File: src/rtl/core/phr_pkg.sv
// ----------------------------------------------------------------------------
// phr_pkg
// Shared types and fixed constants for the pixel hue rotation pipeline.
// ----------------------------------------------------------------------------
package phr_pkg;

  // Channel and hue widths fixed by the pixel format
  localparam int unsigned ChanW  = 8;
  localparam int unsigned DegW   = 9;
  // 60 * num with num <= 7 * 255 needs 17 bits
  localparam int unsigned ProdW  = 17;
  localparam int unsigned Deg360 = 360;

  typedef logic [ChanW-1:0] chan_t;

  // Pixel sideband that rides along the pipeline
  typedef struct packed {
    chan_t red;
    chan_t green;
    chan_t blue;
    chan_t alpha;
    chan_t mx;
    chan_t mn;
    chan_t delta;
    logic  gray;
  } pix_t;

  // Finished output pixel
  typedef struct packed {
    chan_t red;
    chan_t green;
    chan_t blue;
    chan_t alpha;
  } rgba_t;

endpackage

File: src/rtl/core/phr_prep.sv
// ----------------------------------------------------------------------------
// phr_prep
// Entry stage: finds max, min and spread of the pixel and forms the scaled
// hue numerator 60 * num for the divider.
// ----------------------------------------------------------------------------
module phr_prep (
  input  logic           clk_i,
  input  logic           rst_ni,
  input  logic           en_i,
  input  logic           valid_i,
  input  phr_pkg::chan_t red_i,
  input  phr_pkg::chan_t green_i,
  input  phr_pkg::chan_t blue_i,
  input  phr_pkg::chan_t alpha_i,
  output logic           valid_o,
  output phr_pkg::pix_t  pix_o,
  output logic [phr_pkg::ProdW-1:0] prod_o
);
  import phr_pkg::*;

  chan_t            mx, mn, delta;
  logic [10:0]      num;
  logic [ProdW-1:0] prod_d;
  pix_t             pix_d;
  logic             valid_q;
  pix_t             pix_q;
  logic [ProdW-1:0] prod_q;

  // Pick max and min; for the hue numerator red wins ties over green, green over blue
  always_comb begin
    mx = (red_i > green_i) ? red_i : green_i;
    if (blue_i > mx) mx = blue_i;
    mn = (red_i < green_i) ? red_i : green_i;
    if (blue_i < mn) mn = blue_i;
    delta = mx - mn;
    if (red_i == mx) begin
      num = 11'(green_i) + 11'(delta) * 11'd6 - 11'(blue_i);
    end else if (green_i == mx) begin
      num = 11'(blue_i) + 11'(delta) * 11'd2 - 11'(red_i);
    end else begin
      num = 11'(red_i) + 11'(delta) * 11'd4 - 11'(green_i);
    end
    prod_d = ProdW'(num) * ProdW'(60);
    pix_d  = '{red: red_i, green: green_i, blue: blue_i, alpha: alpha_i,
               mx: mx, mn: mn, delta: delta, gray: (delta == '0)};
  end

  // Advance valid with the pipeline
  always_ff @(posedge clk_i or negedge rst_ni) begin
    if (!rst_ni) begin
      valid_q <= 1'b0;
    end else if (en_i) begin
      valid_q <= valid_i;
    end
  end

  always_ff @(posedge clk_i) begin
    if (en_i) begin
      pix_q  <= pix_d;
      prod_q <= prod_d;
    end
  end

  assign valid_o = valid_q;
  assign pix_o   = pix_q;
  assign prod_o  = prod_q;

endmodule

File: src/rtl/core/phr_hue_div.sv
// ----------------------------------------------------------------------------
// phr_hue_div
// Pipelined restoring divider: hue = (60 * num * 2^F) / delta, one quotient
// bit per stage.
// ----------------------------------------------------------------------------
module phr_hue_div #(
  parameter int unsigned HUE_FRAC_BITS = 16
) (
  input  logic                        clk_i,
  input  logic                        rst_ni,
  input  logic                        en_i,
  input  logic                        valid_i,
  input  phr_pkg::pix_t               pix_i,
  input  logic [phr_pkg::ProdW-1:0]   prod_i,
  output logic                        valid_o,
  output phr_pkg::pix_t               pix_o,
  output logic [HUE_FRAC_BITS+8:0]    hue_o
);
  import phr_pkg::*;

  // Quotient is at most 420 * 2^F, so only the low F+9 bits are produced.
  // The top 8 dividend bits are then known to be below delta and seed the
  // remainder directly.
  localparam int unsigned QuoW   = HUE_FRAC_BITS + 9;
  localparam int unsigned Stages = QuoW;
  localparam int unsigned DvdW   = ProdW - ChanW;

  logic              vld_q [Stages];
  chan_t             rem_q [Stages];
  logic [DvdW-1:0]   dvd_q [Stages];
  logic [QuoW-1:0]   quo_q [Stages];
  pix_t              pix_q [Stages];

  for (genvar s = 0; s < Stages; s++) begin : g_stage
    logic            cur_vld;
    chan_t           cur_rem;
    logic [DvdW-1:0] cur_dvd;
    logic [QuoW-1:0] cur_quo;
    pix_t            cur_pix;
    logic [ChanW:0]  trial;
    logic            hit;

    if (s == 0) begin : g_first
      assign cur_vld = valid_i;
      assign cur_rem = prod_i[ProdW-1:DvdW];
      assign cur_dvd = prod_i[DvdW-1:0];
      assign cur_quo = '0;
      assign cur_pix = pix_i;
    end else begin : g_next
      assign cur_vld = vld_q[s-1];
      assign cur_rem = rem_q[s-1];
      assign cur_dvd = dvd_q[s-1];
      assign cur_quo = quo_q[s-1];
      assign cur_pix = pix_q[s-1];
    end

    // Shift in the next dividend bit and try a subtract
    assign trial = {cur_rem, cur_dvd[DvdW-1]};
    assign hit   = (trial >= {1'b0, cur_pix.delta});

    always_ff @(posedge clk_i or negedge rst_ni) begin
      if (!rst_ni) begin
        vld_q[s] <= 1'b0;
      end else if (en_i) begin
        vld_q[s] <= cur_vld;
      end
    end

    always_ff @(posedge clk_i) begin
      if (en_i) begin
        rem_q[s] <= hit ? ChanW'(trial - {1'b0, cur_pix.delta}) : trial[ChanW-1:0];
        dvd_q[s] <= {cur_dvd[DvdW-2:0], 1'b0};
        quo_q[s] <= {cur_quo[QuoW-2:0], hit};
        pix_q[s] <= cur_pix;
      end
    end
  end

  assign valid_o = vld_q[Stages-1];
  assign pix_o   = pix_q[Stages-1];
  assign hue_o   = quo_q[Stages-1];

endmodule

File: src/rtl/core/phr_rebuild.sv
// ----------------------------------------------------------------------------
// phr_rebuild
// Wraps the hue, applies the rotation, splits it into sextant and ramp and
// rebuilds the middle channel and the channel order.
// ----------------------------------------------------------------------------
module phr_rebuild #(
  parameter int unsigned HUE_FRAC_BITS = 16
) (
  input  logic                      clk_i,
  input  logic                      rst_ni,
  input  logic                      en_i,
  input  logic [phr_pkg::DegW-1:0]  shift_i,
  input  logic                      valid_i,
  input  phr_pkg::pix_t             pix_i,
  input  logic [HUE_FRAC_BITS+8:0]  hue_i,
  output logic                      valid_o,
  output phr_pkg::rgba_t            rgba_o
);
  import phr_pkg::*;

  localparam int unsigned F       = HUE_FRAC_BITS;
  localparam int unsigned HueW    = F + 9;
  localparam int unsigned RampW   = F + 6;
  localparam int unsigned MulW    = F + 14;
  localparam int unsigned QuotW   = 25;
  localparam logic [HueW:0]    Deg360Fix = (HueW+1)'(Deg360) << F;
  localparam logic [RampW-1:0] Deg60Fix  = RampW'(60) << F;
  // floor(z * 4370 / 2^16) == floor(z / 15) for every z below 3840
  localparam logic [QuotW-1:0] Recip15   = QuotW'(4370);

  logic [3:0]        vld_q;
  pix_t              pix1_q, pix2_q, pix3_q, pix4_q;
  logic [HueW-1:0]   h1_d, h1_q, h2_d, h2_q;
  logic [HueW:0]     sum;
  logic [DegW-1:0]   hue_int;
  logic [2:0]        sext_d, sext3_q, sext4_q;
  logic [DegW-1:0]   q_int;
  logic [RampW-1:0]  q_fix, ramp_d, ramp_q;
  logic [MulW-1:0]   prod_q;
  logic [11:0]       quarter;
  logic [QuotW-1:0]  scaled;
  chan_t             mid;
  rgba_t             rgba;

  // Fold a hue at or past 360 degrees back into range
  assign h1_d = ({1'b0, hue_i} >= Deg360Fix) ? HueW'({1'b0, hue_i} - Deg360Fix) : hue_i;

  // Add the rotation and wrap again
  assign sum  = {1'b0, h1_q} + ((HueW+1)'(shift_i) << F);
  assign h2_d = (sum >= Deg360Fix) ? HueW'(sum - Deg360Fix) : sum[HueW-1:0];

  // Split into sextant and position within it; odd sextants ramp down
  always_comb begin
    hue_int = h2_q[HueW-1:F];
    if (hue_int >= DegW'(300))      sext_d = 3'd5;
    else if (hue_int >= DegW'(240)) sext_d = 3'd4;
    else if (hue_int >= DegW'(180)) sext_d = 3'd3;
    else if (hue_int >= DegW'(120)) sext_d = 3'd2;
    else if (hue_int >= DegW'(60))  sext_d = 3'd1;
    else                            sext_d = 3'd0;
    q_int  = hue_int - DegW'(sext_d) * DegW'(60);
    q_fix  = {q_int[5:0], h2_q[F-1:0]};
    ramp_d = sext_d[0] ? (Deg60Fix - q_fix) : q_fix;
  end

  // Advance valid bits with the pipeline
  always_ff @(posedge clk_i or negedge rst_ni) begin
    if (!rst_ni) begin
      vld_q <= '0;
    end else if (en_i) begin
      vld_q <= {vld_q[2:0], valid_i};
    end
  end

  always_ff @(posedge clk_i) begin
    if (en_i) begin
      h1_q    <= h1_d;
      pix1_q  <= pix_i;
      h2_q    <= h2_d;
      pix2_q  <= pix1_q;
      ramp_q  <= ramp_d;
      sext3_q <= sext_d;
      pix3_q  <= pix2_q;
      prod_q  <= MulW'(pix3_q.delta) * MulW'(ramp_q);
      sext4_q <= sext3_q;
      pix4_q  <= pix3_q;
    end
  end

  // mid = mn + floor(delta * ramp / (60 * 2^F)) via shift and reciprocal
  always_comb begin
    quarter = prod_q[F+13:F+2];
    scaled  = QuotW'(quarter) * Recip15;
    mid     = pix4_q.mn + scaled[23:16];
    rgba.alpha = pix4_q.alpha;
    case (sext4_q)
      3'd0: begin
        rgba.red = pix4_q.mx;  rgba.green = mid;       rgba.blue = pix4_q.mn;
      end
      3'd1: begin
        rgba.red = mid;        rgba.green = pix4_q.mx; rgba.blue = pix4_q.mn;
      end
      3'd2: begin
        rgba.red = pix4_q.mn;  rgba.green = pix4_q.mx; rgba.blue = mid;
      end
      3'd3: begin
        rgba.red = pix4_q.mn;  rgba.green = mid;       rgba.blue = pix4_q.mx;
      end
      3'd4: begin
        rgba.red = mid;        rgba.green = pix4_q.mn; rgba.blue = pix4_q.mx;
      end
      default: begin
        rgba.red = pix4_q.mx;  rgba.green = pix4_q.mn; rgba.blue = mid;
      end
    endcase
    // Gray pixels pass unchanged
    if (pix4_q.gray) begin
      rgba.red   = pix4_q.red;
      rgba.green = pix4_q.green;
      rgba.blue  = pix4_q.blue;
    end
  end

  assign valid_o = vld_q[3];
  assign rgba_o  = rgba;

endmodule

File: src/rtl/core/pixel_hue_rotate_core.sv
// ----------------------------------------------------------------------------
// pixel_hue_rotate_core
// Rotates the hue of an RGBA8888 pixel stream by a programmed angle, keeping
// saturation, lightness and alpha.
// ----------------------------------------------------------------------------
//  Channel   Direction  Handshake              Payload
//  in        sink       in_valid_i/in_stall_o  red/green/blue/alpha_in_i
//  out       source     out_valid_o/out_stall_i red/green/blue/alpha_out_o
//  cfg       sink       cfg_valid_i/cfg_ready_o cfg_hue_shift_i (degrees)
//
// One pixel per clock is accepted and delivered in steady state while out_stall_i is low.
// The divider resolves one hue bit per stage.
// Reset clears all valid bits and sets the rotation to zero.
// A stall on the output holds the whole pipeline; a two-entry output buffer
// catches the one request in flight, so in_stall_o comes from a register.
// ----------------------------------------------------------------------------
module pixel_hue_rotate_core #(
  parameter int unsigned HUE_FRAC_BITS = 16
) (
  input  logic                     clk_i,
  input  logic                     rst_ni,
  input  logic                     cfg_valid_i,
  output logic                     cfg_ready_o,
  input  logic [phr_pkg::DegW-1:0] cfg_hue_shift_i,
  input  logic                     in_valid_i,
  output logic                     in_stall_o,
  input  phr_pkg::chan_t           red_in_i,
  input  phr_pkg::chan_t           green_in_i,
  input  phr_pkg::chan_t           blue_in_i,
  input  phr_pkg::chan_t           alpha_in_i,
  output logic                     out_valid_o,
  input  logic                     out_stall_i,
  output phr_pkg::chan_t           red_out_o,
  output phr_pkg::chan_t           green_out_o,
  output phr_pkg::chan_t           blue_out_o,
  output phr_pkg::chan_t           alpha_out_o
);
  import phr_pkg::*;

  logic [DegW-1:0]        shift_q;
  logic                   en;
  logic                   prep_valid, div_valid, pipe_valid;
  pix_t                   prep_pix, div_pix;
  logic [ProdW-1:0]       prep_prod;
  logic [HUE_FRAC_BITS+8:0] div_hue;
  rgba_t                  pipe_rgba;
  logic                   out_valid_q, skid_valid_q;
  rgba_t                  out_q, skid_q;
  logic                   take, emit;

  // Store the rotation already reduced below 360
  always_ff @(posedge clk_i or negedge rst_ni) begin
    if (!rst_ni) begin
      shift_q <= '0;
    end else if (cfg_valid_i) begin
      shift_q <= (cfg_hue_shift_i >= DegW'(Deg360)) ?
                 DegW'(cfg_hue_shift_i - DegW'(Deg360)) : cfg_hue_shift_i;
    end
  end

  assign cfg_ready_o = 1'b1;

  // Pipeline moves whenever the spare output entry is free
  assign en         = !skid_valid_q;
  assign in_stall_o = skid_valid_q;

  phr_prep u_prep (
    .clk_i   (clk_i),
    .rst_ni  (rst_ni),
    .en_i    (en),
    .valid_i (in_valid_i),
    .red_i   (red_in_i),
    .green_i (green_in_i),
    .blue_i  (blue_in_i),
    .alpha_i (alpha_in_i),
    .valid_o (prep_valid),
    .pix_o   (prep_pix),
    .prod_o  (prep_prod)
  );

  phr_hue_div #(
    .HUE_FRAC_BITS (HUE_FRAC_BITS)
  ) u_hue_div (
    .clk_i   (clk_i),
    .rst_ni  (rst_ni),
    .en_i    (en),
    .valid_i (prep_valid),
    .pix_i   (prep_pix),
    .prod_i  (prep_prod),
    .valid_o (div_valid),
    .pix_o   (div_pix),
    .hue_o   (div_hue)
  );

  phr_rebuild #(
    .HUE_FRAC_BITS (HUE_FRAC_BITS)
  ) u_rebuild (
    .clk_i   (clk_i),
    .rst_ni  (rst_ni),
    .en_i    (en),
    .shift_i (shift_q),
    .valid_i (div_valid),
    .pix_i   (div_pix),
    .hue_i   (div_hue),
    .valid_o (pipe_valid),
    .rgba_o  (pipe_rgba)
  );

  assign take = out_valid_q && !out_stall_i;
  assign emit = en && pipe_valid;

  // Output register with a spare entry for the request caught in flight
  always_ff @(posedge clk_i or negedge rst_ni) begin
    if (!rst_ni) begin
      out_valid_q  <= 1'b0;
      skid_valid_q <= 1'b0;
    end else if (!out_valid_q || take) begin
      if (skid_valid_q) begin
        out_valid_q  <= 1'b1;
        skid_valid_q <= 1'b0;
      end else begin
        out_valid_q <= emit;
      end
    end else if (emit) begin
      skid_valid_q <= 1'b1;
    end
  end

  always_ff @(posedge clk_i) begin
    if (!out_valid_q || take) begin
      out_q <= skid_valid_q ? skid_q : pipe_rgba;
    end else if (emit) begin
      skid_q <= pipe_rgba;
    end
  end

  assign out_valid_o = out_valid_q;
  assign red_out_o   = out_q.red;
  assign green_out_o = out_q.green;
  assign blue_out_o  = out_q.blue;
  assign alpha_out_o = out_q.alpha;

endmodule
File: config.mk
export PLATFORM = sky130hd
export DESIGN_NAME = pixel_hue_rotate_core
export DESIGN_NICKNAME = d
export VERILOG_FILES = /design/src/rtl/core/phr_pkg.sv /design/src/rtl/core/phr_prep.sv /design/src/rtl/core/phr_hue_div.sv /design/src/rtl/core/phr_rebuild.sv /design/src/rtl/core/pixel_hue_rotate_core.sv
export SDC_FILE = /design/constraint.sdc
export NUM_CORES = 2
export LEC_CHECK = 0
export BUFFER_PORTS_ARGS = -buffer_cell sky130_fd_sc_hd__clkbuf_2
export CAP_MARGIN = 30
export CORE_MARGIN = 8
export CORE_UTILIZATION = 57
export DETAILED_ROUTE_END_ITERATION = 6
export PLACE_DENSITY = 0.77
export SLEW_MARGIN = 20
export SYNTH_ARGS = -nofsm -noshare
export SYNTH_HDL_FRONTEND = slang
export SYNTH_SLANG_ARGS = --single-unit
File: constraint.sdc
create_clock -name clk_i -period 72.9 [get_ports clk_i]
set_input_delay 14.58 -clock clk_i [delete_from_list [all_inputs] [get_ports clk_i]]
set_output_delay 14.58 -clock clk_i [all_outputs]
set_load 0.005 [all_outputs]
==> flow_summary.ini <==
[run_status]
status = complete, no violations

[floorplan]
io-pin-count = 81
fp-row-count = 151
die_x_um = 429
start_util = 0.574
die_area_mm2 = 0.184
die_y_um = 429
core-area_mm2 = 0.169

[place]
numPortBuffers = 79
dpl.hpwl_um = 92100
gp_congestion = 0.861

[worst_hold_path]
hold_class = register to register
hold_end = u_hue_div.pix_q[13][40]$_DFFE_PN_
hold_path_depth = 0
worstHoldStart = u_hue_div.pix_q[12][40]$_DFFE_PN_

[routing]
wirelength_um = 154000
ant_nets = 0
drt-pass1-iter-count = 6
via_per_inst = 5.36
initialDrtViolationCount = 2917
post_drt_wl_per_cell_um = 18.4
drc = 0
num_vias = 44900

[sta]
finalCritPeriodShare = 0.371
fin_worst_skew_ns = 0.0569
finalSetupViolations = 0
hold_viol = 0
slew-limit-headroom = 0.232
fmax_ghz = 0.0370
final_max_slew_viol_count = 0
rsz0062_at_grt = no
tightestPinTransition_ns = 1.15
fin_tns_setup_ns = 0
period_needed_ns = 27.02

[global_route]
grt_overflow = 0
grt_max_degree = 204
antenna_found_initial = 1
grt_pass1_wl_um = 245000
grt.total_usage = 0.164
grt_pass1_vias = 46900

[yosys]
syn_nets = 6347
synth_cells = 5686
syn_area_per_cell_um2 = 17.1
ys_ff_latch = 2450
synth_ff_type = edfxtp_1
synthDistinctLibCells = 94
yosysSeqAreaShare = 0.754
synth_area_mm2 = 0.0973
synth_edf_count = 2409
synthArstFlopShare = 0.0167
yosys.area.top_type = edfxtp_1
yosysWarnings = 0
synth_top_area_frac = 0.743
synthTopCellsByArea = edfxtp_1 74%, ha_1 5.4%, fa_1 3.9%, inv_1 2.2%, o21ai_0 1.3%

[clocking]
postCtsHoldBufs = 0
htreeDepth = 4
root_buffer = clkbuf_16
clk_path_buf_depth = 3
cts_tree = yes
cts_made_buffers = 222
path_clk_slew_ns = 0.07
clock_latency_ns = 0.84
cts_sinks = 2450
cts_setup_buffers = 0
post_cts_resized = 0

[worst_setup_path]
crit_fanout = 19
startpoint_type = primary input
crit_type = primary input to register
ff2ff_path_depth = 21
end_kind = register
crit_slowest_cell = nor2_1
r2r_slack_ns = 65.73
critPathMaxStageDelay_ns = 0.63
worstPathRequired_ns = 73.50
rr_startpoint = u_rebuild.pix3_q[4]$_DFFE_PN_
crit_top_cell = ha_1
critPathArrivalTime_ns = 27.62
worst_r2r_endpoint = u_rebuild.prod_q[29]$_DFFE_PN_

[final_layout]
final_common_cell = edfxtp_1
layout_common_cells = 2409 x edfxtp_1, 577 x inv_1, 423 x ha_1
layout-drive-gt1-share = 0.0969
fin_nets = 6627
diodes = 0
syn_to_final_growth_pct = 11.6
nFillCells = 11200
multi_input_area_mm2 = 0.0215
ff_latch_area_mm2 = 0.0734

[job]
max-cap-violations = 0
[registers in the layout, summed over array words and instances, names as in the netlist, 9 cells and up]
register,flops
u_hue_div.pix_q,1425
u_hue_div.quo_q,325
u_hue_div.rem_q,192
u_prep.pix_o,57
u_rebuild.pix1_q,57
u_rebuild.pix2_q,57
u_rebuild.pix3_q,57
u_rebuild.pix4_q,41
skid_q,32
u_rebuild.h1_q,25
u_rebuild.h2_q,25
u_hue_div.g_stage.cur_vld,24
u_rebuild.ramp_q,22
u_hue_div.dvd_q,21
u_prep.prod_o,15
u_rebuild.prod_q,12
shift_q,9
[worst max-delay path: cells and delay by family]
| family | cells | cell delay, ns |
|---|---|---|
| AOI/OAI and AO/OA | 18 | 4.81 |
| xor gates and xnor gates | 3 | 0.48 |
| and+or+nand+nor | 12 | 3.30 |
| buffers and inverters | 5 | 0.59 |
| muxes | 1 | 0.42 |
| adders and majority gates | 10 | 3.40 |
[synthesized netlist by cell type, drive strengths merged, types with 5 or more instances]
master  number
fa         192
o211a       24
dfrtp       41
o211ai       7
a21o       102
nand2b      66
a31oi       15
and3         7
mux2i       46
a21boi       5
ha         423
nor2       190
nand2      291
inv        578
and2       126
o31ai       57
edfxtp    2409
o41ai        5
or4         29
clkbuf      69
nand4       40
o21a        14
a221oi       7
nand3       28
nor3        25
buf          7
a211oi      10
xnor2      134
nor4        10
a21oi      155
nor2b       76
xor2        77
o21bai      29
o21ai      255
mux2        76
[area by class of cell]
class,count,area share
tap,2218,0.0256
clock buffer,250,0.0525
sequential,2450,0.676
multi-input combinational,2581,0.198
inverter,579,0.0201
clock inverter,168,0.0187
timing repair buffer,132,0.00958
[worst max-delay path by stage]
stage,startpoint,end,slack (ns),depth (start not counted)
6_report,green_in_i[6],u_prep.prod_o[16]$_DFFE_PN_,45.88,49
4_1_cts,green_in_i[6],u_prep.prod_o[16]$_DFFE_PN_,46.03,49
3_3_place_gp,green_in_i[6],u_prep.prod_o[16]$_DFFE_PN_,45.30,48
2_1_floorplan,in_stall_o$_DFFE_PN0P_,green_out_o[6]$_DFFE_PN_,0.73,4
5_1_grt,green_in_i[6],u_prep.prod_o[16]$_DFFE_PN_,44.89,48
3_5_place_dp,green_in_i[6],u_prep.prod_o[16]$_DFFE_PN_,45.14,48
[metrics by stage]
step           cell area [um^2]  instances  hold WS, ns  setup slack [ns]  utilization
2_1_floorplan             97300       5686        0.400             0.729            -
3_5_place_dp             101000       7943        0.405             45.14        0.593
3_3_place_gp             101000       7941        0.400             45.30        0.593
4_1_cts                  108000       8361        0.351             46.03        0.639
6_report                 109000       8378        0.367             45.88        0.641
5_1_grt                  109000       8378        0.371             44.89        0.641
[metal layers]
metal / vias to the layer above / global-route usage / share of wire
met2: 886 / 0.299 / 0.53
met4: 2 / 0.0572 / 0.031
met3: 329 / 0.0278 / 0.038
li1: 21400 / - / -
met5: - / 0 / 0.000052
met1: 22300 / 0.198 / 0.41
[cells by family after synthesis]
group / share of synthesized area
AO/OA/AOI/OAI: 0.0476
XOR/XNOR: 0.0192
adder cells (fa/ha/maj): 0.0941
buffers and inverters: 0.0254
flip-flops: 0.754
multiplexers: 0.0139
other: 0.0000385
AND/OR/NAND/NOR: 0.0459
Power is left out: the tool's default activity adds up to more than one toggle a clock period on the data nets, which glitch-free logic cannot reach.
